`config.mk`:
```
export PLATFORM = sky130hd
export DESIGN_NAME = mlp_mac
export DESIGN_NICKNAME = d
export VERILOG_FILES = /design/src/mlp_pkg.sv /design/src/mlp_mac.sv
export SDC_FILE = /design/constraint.sdc
export NUM_CORES = 1
export LEC_CHECK = 0
export ABC_CLOCK_PERIOD_IN_PS = 2600
export BUFFER_PORTS_ARGS = -buffer_cell sky130_fd_sc_hd__buf_2
export CAP_MARGIN = 20
export CORE_MARGIN = 1.5
export CORE_UTILIZATION = 60
export CTS_BUF_LIST = sky130_fd_sc_hd__clkbuf_4 sky130_fd_sc_hd__clkbuf_8
export DETAILED_ROUTE_END_ITERATION = 10
export GPL_ROUTABILITY_DRIVEN = 1
export MAX_ROUTING_LAYER = met4
export PLACE_DENSITY = 0.79
export REMOVE_ABC_BUFFERS = 1
export SYNTH_ARGS = -nofsm -noshare
export SYNTH_HDL_FRONTEND = slang
export SYNTH_SLANG_ARGS = --single-unit
```
`constraint.sdc`:
```
create_clock -name clk_i -period 2.6 [get_ports clk_i]
set_input_delay 0.13 -clock clk_i [delete_from_list [all_inputs] [get_ports clk_i]]
set_output_delay 0.13 -clock clk_i [all_outputs]
set_load 0.05 [all_outputs]
```
`src/mlp_pkg.sv`:
```
// Shared constants, codes and types for the dense forward-pass block.
// Used by mlp_mac and mlp_dense_forward_pass; no dependencies.
package mlp_pkg;

  // fixed widths of the Q8.8 datapath
  localparam int DATA_W = 16;
  localparam int FRAC_W = 8;
  localparam int PROD_W = 2 * DATA_W;
  localparam int ACC_W  = 40;

  // register file shape
  localparam int SIZE_REGS = 4;
  localparam int LCNT_W    = 3;
  localparam int SIZE_W    = 6;
  localparam int CFG_IDX_W = 3;
  localparam int CFG_DAT_W = 6;

  // field widths of an input beat
  localparam int FUNC_W   = 2;
  localparam int TLAYER_W = 2;
  localparam int TIDX_W   = 5;

  localparam int MAX_LAYERS_DEF = 4;
  localparam int MAX_WIDTH_DEF  = 32;

  typedef enum logic [FUNC_W-1:0] {
    FN_WEIGHT = 2'd0,
    FN_BIAS   = 2'd1,
    FN_INPUT  = 2'd2,
    FN_NONE   = 2'd3
  } func_e;

  typedef enum logic [CFG_IDX_W-1:0] {
    CFG_LAYER_COUNT = 3'd0,
    CFG_LAYER0_SIZE = 3'd1,
    CFG_LAYER1_SIZE = 3'd2,
    CFG_LAYER2_SIZE = 3'd3,
    CFG_LAYER3_SIZE = 3'd4
  } cfg_idx_e;

  // sequencer to MAC unit
  typedef struct packed {
    logic clear;
    logic mul_v;
    logic bias_add;
  } mac_ctrl_t;

endpackage

```
`src/mlp_mac.sv`:
```
// Shared multiply-accumulate unit: registered 16x16 product, 40-bit accumulator,
// bias add and Q8.8 truncate/saturate. Depends on mlp_pkg.
module mlp_mac (
  input  logic                             clk_i,
  input  logic                             rst_ni,
  input  mlp_pkg::mac_ctrl_t               ctrl_i,
  input  logic signed [mlp_pkg::DATA_W-1:0] weight_i,
  input  logic signed [mlp_pkg::DATA_W-1:0] value_i,
  input  logic signed [mlp_pkg::DATA_W-1:0] bias_i,
  output logic                             busy_o,
  output logic signed [mlp_pkg::DATA_W-1:0] q_o,
  output logic                             clip_o
);
  import mlp_pkg::*;

  localparam int HI_W = ACC_W - FRAC_W - DATA_W + 1;

  logic signed [PROD_W-1:0] prod_q;
  logic                     prod_v_q;
  logic signed [ACC_W-1:0]  acc_q, acc_d;
  logic [HI_W-1:0]          hi;
  logic                     over, under;

  always_comb begin
    acc_d = acc_q;
    if (ctrl_i.clear) begin
      acc_d = '0;
    end else if (ctrl_i.bias_add) begin
      acc_d = acc_q + {{(ACC_W-DATA_W-FRAC_W){bias_i[DATA_W-1]}}, bias_i, {FRAC_W{1'b0}}};
    end else if (prod_v_q) begin
      acc_d = acc_q + {{(ACC_W-PROD_W){prod_q[PROD_W-1]}}, prod_q};
    end
  end

  always_ff @(posedge clk_i or negedge rst_ni) begin
    if (!rst_ni) begin
      prod_v_q <= 1'b0;
      acc_q    <= '0;
    end else begin
      prod_v_q <= ctrl_i.mul_v;
      acc_q    <= acc_d;
    end
  end

  always_ff @(posedge clk_i) begin
    if (ctrl_i.mul_v) begin
      prod_q <= weight_i * value_i;
    end
  end

  // floor to Q8.8 is dropping the low fraction bits; clip when the upper bits
  // are not a pure sign extension
  assign hi    = acc_q[ACC_W-1:FRAC_W+DATA_W-1];
  assign over  = !acc_q[ACC_W-1] && (|hi);
  assign under = acc_q[ACC_W-1] && !(&hi);

  always_comb begin
    if (over) begin
      q_o = {1'b0, {(DATA_W-1){1'b1}}};
    end else if (under) begin
      q_o = {1'b1, {(DATA_W-1){1'b0}}};
    end else begin
      q_o = acc_q[FRAC_W+DATA_W-1:FRAC_W];
    end
  end

  assign clip_o = over || under;
  assign busy_o = prod_v_q;

endmodule

```
Yosys cells after proc, flatten, opt, wreduce, memory -nomap -nowiden
Cells that the tools add are included.
{"block": "word_totals", "ff_bits": 73, "latchBits": 0, "mem_bits_rw": 0, "romBits": 0, "out_inout_bits": 18, "elab_cells": 19, "mem_count": 0}
{"block": "op_classes", "n_addsub": 2, "multipliers": 1, "div_mod_pow": 0, "order_cmp": 0, "eq_ne": 0, "shifts": 0, "muxes": 5, "bitwise_logic": 0, "n_reduce_logical": 8}
{"cell": "40-bit 2-to-1 mux", "count": 3}
{"cell": "40-bit adder", "count": 2}
{"cell": "16-bit by 16-bit multiplier with 32-bit output", "count": 1}
{"cell": "16-bit 2-to-1 mux", "count": 2}
{"cell": "17-bit AND reduction", "count": 1}
{"cell": "17-bit OR reduction", "count": 1}
{"cell": "3-bit nonzero test", "count": 1}
{"cell": "1-bit logical AND", "count": 2}
{"cell": "1-bit logical NOT", "count": 2}
{"cell": "1-bit logical OR", "count": 1}

Depth between registers and ports, before layout
Gate-level depths: netlist (run 1).
{"block": "logic_depth", "ltp_word": 5, "depth_mapped": 24, "ltp_nobuf": 23}

Least setup slack after synthesis (run 1)
No wires, ideal clock.
{"block": "synth_path", "path_type": "input-to-reg", "startpoint": "input port weight_i[15] in the netlist's numbering", "endpoint": "register prod_q[31], data pin", "setup_time_ns": 0.260, "arrival_ns": 5.534, "path_slack_ns": -3.193, "cell_stages": 21, "n_path_buf": 1, "cell_sequence": "clkbuf_1 nand2_1 inv_1 fa_1 fa_1 fa_1 fa_1 fa_1 inv_1 fa_1 inv_1 ha_1 a21o_1 a21o_1 a21oi_1 o21ai_0 a31o_2 a2111oi_2 o31ai_1 a21oi_1 xnor2_1"}
{"block": "synth_via", "elab_chain_len": 1}
{"element": "start, declared", "line": "mlp_mac.sv:7", "rtl": "input logic signed [mlp_pkg::DATA_W-1:0] weight_i,"}
{"element": "16-bit by 16-bit multiplier with 32-bit output", "line": "mlp_mac.sv:47", "rtl": "prod_q <= weight_i * value_i;"}
{"element": "end signal, assigned", "line": "mlp_mac.sv:47"}
{"element": "end, declared", "line": "mlp_mac.sv:18", "rtl": "logic signed [PROD_W-1:0] prod_q;"}
No other way between the ends.
A chain may end at the register's enable or synchronous reset.

Worst setup path after layout (run 1)
{"block": "layout_path", "startpoint": "input port weight_i[7] in the netlist's numbering", "endpoint": "register prod_q[25], data pin"}
The elaborated chain is that of the path after synthesis.

==> impl_metrics.tcl, run 1 <==
set metrics [dict create \
    drt-total-wl_mm 56.4 \
    synthesis.instances 1814 \
    dieArea_um2 28100 \
    drt_iter0_drc 1609 \
    rsz0062_at_grt "true" \
    dr.pass1.iters 5 \
    grt_use_total_pct 37.8 \
    ant_nets 0 \
    hold_path.class "in -> reg" \
    num_antenna_cells 0 \
    syn_to_final_growth_pct 33.9 \
    place_congestion 0.975 \
    ys_seq_area_share_pct 12.2 \
    required_ps 2710 \
    wl_per_cell_um 22.0 \
    wl_met3_mm 4.42 \
    cp-start-kind "input pin" \
    clk_latency_ps 380 \
    start_util_pct 60.7 \
    cap_viol_max_count 0 \
    fin_crit_sh_pct 219 \
    num_rows 60 \
    num_vias 15800 \
    synth.distinct_cells 75 \
    cts_max_level 3 \
    dpl.hpwl_mm 36.9 \
    cts_buffers 9 \
    core_um2 26800 \
    synth_area_leaders "fa_1 32%, ha_1 12%, inv_1 7.2%, dfrtp_1 6.3%, edfxtp_1 5.9%" \
    violations "setup timing" \
    crit_start "weight_i[7]" \
    synth_edf_count 32 \
    slew-limit-headroom_pct 32.4 \
    tightest_slew_ps 1010 \
    drcViolationCount 0 \
    clockBufferDepth 2 \
    n_fill_cell 1470 \
    ys.flop_type "dfrtp_1" \
    antenna_found_initial 0 \
    worst-path-max-fanout 3 \
    worst-path-buf-inv 7 \
    worstPathCellList "buf_8 -> buf_6 -> and2_4 -> fa_1 -> inv_1 -> fa_1 -> fa_1 -> inv_2 -> fa_1 -> fa_1 -> inv_2 -> fa_1 -> inv_2 -> ha_4 -> a21o_1 -> a21oi_2 -> a21boi_4 -> buf_6 -> a2bb2oi_4 -> a21oi_2 -> a221o_1 -> a21oi_2 -> xnor2_1" \
    grt_pass1_wl_mm 81.7 \
    die_w_um 168 \
    period_needed_ps 5690 \
    clock-root-buffer "clkbuf_8" \
    crit_arrival_ps 5810 \
    ios 71 \
    path_common_cell "fa_1" \
    syn-mean-instance-area_um2 8.96 \
    fmax_mhz 176 \
    critPathMaxStageDelay_ps 610 \
    fin_tns_setup_ps -71210 \
    min_from "bias_i[0]" \
    drt-met1-wl_mm 20.2 \
    cp_top_family "adder cells" \
    status "complete, but fails checks" \
    synth_area_um2 16300 \
    tritoncts "yes" \
    setup_violations 53 \
    highest_layer "met4" \
    layout-drive-gt1-share_pct 32.9 \
    yosys-top-cells-count "312 x inv_1, 264 x fa_1, 200 x nand2_1, 152 x ha_1, 122 x and2_1" \
    route.met2.wl_mm 27.6 \
    clkSinkCount 73 \
    synth_top_area_share_pct 32.5 \
    timing.final.ws_setup_ps -3090 \
    fin_nets 2690 \
    clk_pin_slew_ps 100 \
    ys_warn_count 0 \
    yosysMostFrequentCell "inv_1" \
    skew_ps 19.0 \
    port_buffers 70 \
    r2r_start "prod_q[11]" \
    crit_path_end_kind "flip-flop" \
    synth_async_sr_flop_share_pct 56.2 \
    worstSetupPathType "in -> reg" \
    yosys.area.top_type "fa_1" \
    synth_seq_cells 73 \
    grt_pass1_vias 16400 \
    vias_per_cell 6.16 \
    placed_area_um2 19200 \
    grt_overflow 0 \
    final_cell_area_um2 21800 \
    cp_slowest_cell "fa_1" \
    die_h_um 168 \
    grt_max_degree 42 \
    final-hold-violation-count 0 \
    slew_viol_final 0 \
]
-- registers in the layout, indices dropped and copies added, names as in the netlist --
name	flops
prod_q	32
acc_q	40
busy_o	1
-- logic make-up after synthesis --
group,Yosys count,share of synthesized area [%]
multiplexers,6,0.377
AO/OA/AOI/OAI,355,14.6
buffers and inverters,371,8.61
adder cells (fa/ha/maj),416,44.2
AND/OR/NAND/NOR,501,15.1
XOR/XNOR,92,4.96
flip-flops,73,12.2
-- routing by layer --
layer / vias to the layer above / global-route usage (%)
met4: 0 / 17.0
met3: 360 / 4.18
met5: - / -
li1: 6726 / -
met1: 7667 / 44.2
met2: 1054 / 65.8
-- final timing paths --
path,to,cells after the start,slack (ps)
max,prod_q[25],23,-3090
min,acc_q[8],4,140
max reg2reg,acc_q[38],13,-430
min reg2reg,acc_q[6],2,550
max in group asynchronous,acc_q[20],2,1420
min in group asynchronous,acc_q[3],2,460
-- final cells by class --
type / instances / area [um^2] / area share [%]
clock buffer: 9 / 124 / 0.569
clock inverter: 7 / 82.6 / 0.379
inverter: 312 / 1170 / 5.38
multi-input combinational: 1370 / 14400 / 66.0
sequential: 73 / 1990 / 9.16
tap: 341 / 427 / 1.96
timing repair buffer: 455 / 3610 / 16.6
-- worst reg2reg max path, delay by kind of cell, from the launching register on --
kind / cells / cell delay [ps]
adders and majority gates: 1 / 330
buffers and inverters: 3 / 490
and+or+nand+nor: 5 / 670
AOI/OAI and AO/OA: 4 / 980
DFF: 1 / 490
-- metrics by stage --
step | util, % | hold slack (ps) | instances | worst slack [ps]
after CTS | 78.9 | 141 | 2542 | -2680
after detailed placement | 71.8 | 337 | 2486 | -3420
after global routing | 81.2 | 192 | 2567 | -3200
after floorplan | - | -166 | 1755 | -2980
final | 81.2 | 140 | 2567 | -3090
after global placement | 71.8 | 330 | 2486 | -3250
-- what timing repair did --
item / in CTS / in global routing
setup endpoints to repair: 57 / 56
setup buffers: 41 / 36
hold buffers: 1 / 0
pin swaps: 188 / 106
resized for setup: 299 / 107
endpoints found under the hold margin: 41 / 0
-- layout by cell type, fill, tap and decap left out, drive strengths merged, types with 41 or more instances in the layout --
cell type	instances
nand2	200
dfrtp	41
xnor2	53
fa	264
o21ai	66
and2	122
ha	152
a21o	42
buf	453
a21oi	104
inv	316
nor2	74
Power of run 1 is left out: the tool's default activity adds up to more than one toggle a clock period on the data nets, which glitch-free logic cannot reach.
==> run 2, diff against run 1 <==
--- a/config.mk
+++ b/config.mk
@@ -16,6 +16,7 @@
 export MAX_ROUTING_LAYER = met4
 export PLACE_DENSITY = 0.79
 export REMOVE_ABC_BUFFERS = 1
+export SKIP_LAST_GASP = 1
 export SYNTH_ARGS = -nofsm -noshare
 export SYNTH_HDL_FRONTEND = slang
 export SYNTH_SLANG_ARGS = --single-unit
==> run 2 against run 1 <==
  * Setup slack better by 240 ps
  * The flow still finishes with violations (setup timing)
  * Critical endpoint is now prod_q[30]
  * Cell area increased by 0.95%
  * Final cell count rose by 0.27%
  * Sequential cell count did not move
  * Core utilization up 0.77 points
  * Largest cell class unchanged
  * Critical path type unchanged
==> impl_metrics.tcl, run 2 (same netlist as run 1, synthesis figures left out) <==
set metrics [dict create \
    grt_use_total_pct 37.4 \
    worstSetupPathType "in -> reg" \
    tritoncts "yes" \
    whs_endpoint "acc_q[8]" \
    top_register "acc_q" \
    die_w_um 168 \
    holdWs_ps 146 \
    tightest_slew_ps 994 \
    ant_nets 0 \
    timing.final.ws_setup_ps -2850 \
    clk_pin_slew_ps 100 \
    r2r_end "acc_q[38]" \
    cts_max_level 3 \
    required_ps 2710 \
    syn_to_final_growth_pct 35.1 \
    num_antenna_cells 0 \
    crit_path_end_kind "flip-flop" \
    status "complete, but fails checks" \
    layout-drive-gt1-share_pct 34.1 \
    slew_viol_final 0 \
    start_util_pct 60.7 \
    cap_viol_max_count 0 \
    cp_slowest_cell "fa_1" \
    clockBufferDepth 2 \
    wl_per_cell_um 21.9 \
    r2r_start "acc_q[0]" \
    grt_pass1_vias 16200 \
    hold_depth 4 \
    vias_per_cell 6.16 \
    worst-path-buf-inv 6 \
    drcViolationCount 0 \
    hold_path.class "in -> reg" \
    n_fill_cell 1413 \
    worstPathCellList "buf_2 -> buf_4 -> nand2_1 -> fa_1 -> inv_1 -> fa_1 -> fa_1 -> fa_1 -> fa_1 -> inv_1 -> fa_1 -> inv_2 -> ha_4 -> buf_4 -> a21o_1 -> a21oi_4 -> o211ai_1 -> a21oi_2 -> o21ai_2 -> o41a_1 -> nand3_1 -> o211ai_1" \
    largest_reg_flops 40 \
    cp_top_family "adder cells" \
    multiInputGateArea_um2 14400 \
    die_h_um 168 \
    path_common_cell "fa_1" \
    worst-path-max-fanout 7 \
    r2r_slack_ps -470 \
    period_needed_ps 5450 \
    clkSinkCount 73 \
    ios 71 \
    grt_pass1_wl_mm 80.8 \
    rsz0062_at_grt "true" \
    cp-start-kind "input pin" \
    fin_nets 2697 \
    port_buffers 70 \
    setup_violations 55 \
    slew-limit-headroom_pct 33.8 \
    grt_max_degree 42 \
    num_vias 15900 \
    skew_ps 21.5 \
    cts_buffers 9 \
    crit_arrival_ps 5560 \
    fmax_mhz 183 \
    antenna_found_initial 0 \
    ff2ff_path_depth 13 \
    grt_overflow 0 \
    regArea_um2 1990 \
    clock-root-buffer "clkbuf_8" \
    place_congestion 0.975 \
    violations "setup timing" \
    min_from "bias_i[0]" \
    dpl.hpwl_mm 36.9 \
    num_rows 60 \
    drt_iter0_drc 1529 \
    fin_crit_sh_pct 210 \
    final-hold-violation-count 0 \
    critPathMaxStageDelay_ps 570 \
    dr.pass1.iters 6 \
    mostFrequentLayoutCell "buf_4" \
    dieArea_um2 28100 \
    clk_latency_ps 380 \
    final_cell_mix "326 x buf_4, 280 x inv_1, 239 x fa_1, 190 x nand2_1, 105 x ha_1" \
    drt-total-wl_mm 56.5 \
    core_um2 26800 \
]
-- run 2: changes by cell type in the layout (fill, tap and decap cells not counted), moves of 6 or more --
cell / previous run / this run
inv_2: 19 / 31
inv_1: 293 / 280
buf_6: 64 / 71
and2_1: 107 / 99
ha_4: 35 / 41
and2_4: 15 / 23
-- run 2: through the flow --
stage	setup TNS, ps	util [%]	cell area [um^2]	setup WS [ps]	cells
after floorplan	-57430	-	16000	-2980	1755
after global placement	-76530	71.8	19200	-3250	2486
after detailed placement	-81460	71.8	19200	-3420	2486
after CTS	-57760	78.6	21100	-2690	2542
after global routing	-73550	82.0	22000	-3070	2574
final	-67740	82.0	22000	-2850	2574
-- run 2: metal layers --
metal	vias to the layer above	part of all wire (%)	track usage (%)
li1	6734	-	-
met1	7676	37	44.0
met2	1054	49	65.3
met3	389	7.6	3.52
met4	0	6.9	16.5
met5	-	0	-
-- run 2: cell type report --
cell class              instances  area share (%)
clock buffers                   9           0.564
clock inverters                 7           0.376
inverters                     312            5.34
multi-input cells            1370            65.7
flip-flops and latches         73            9.06
well taps                     341            1.94
repair buffers                462            17.0
-- run 2: worst max path at each step --
stage	startpoint	endpoint	slack, ps	depth (start not counted)
after floorplan	weight_i[15]	prod_q[31]	-2980	20
after global placement	weight_i[15]	prod_q[30]	-3250	21
after detailed placement	weight_i[15]	prod_q[30]	-3420	22
after CTS	weight_i[15]	prod_q[30]	-2690	22
after global routing	weight_i[3]	prod_q[25]	-3070	23
final	value_i[12]	prod_q[30]	-2850	22
-- run 2: what timing repair did --
item                       in CTS  in global routing
hold buffers                    1                  0
setup endpoints to repair      57                 56
buffers inserted               41                 45
hold endpoints to repair       41                  0
gates resized for setup       276                183
pin swaps                     187                170
-- run 2: worst reg2reg max path, cell delays in order, from the launching register on --
cell      delay [ps]
dfrtp_1          460
ha_2             250
fa_2             250
a211oi_2         100
o21ai_1          200
nand4_1          220
a41oi_2          310
buf_4            170
nand2_4           60
and2_4           170
buf_4            130
o21a_1           180
o311a_1          300
o22ai_1          180
Power of run 2 is left out for the same reason.
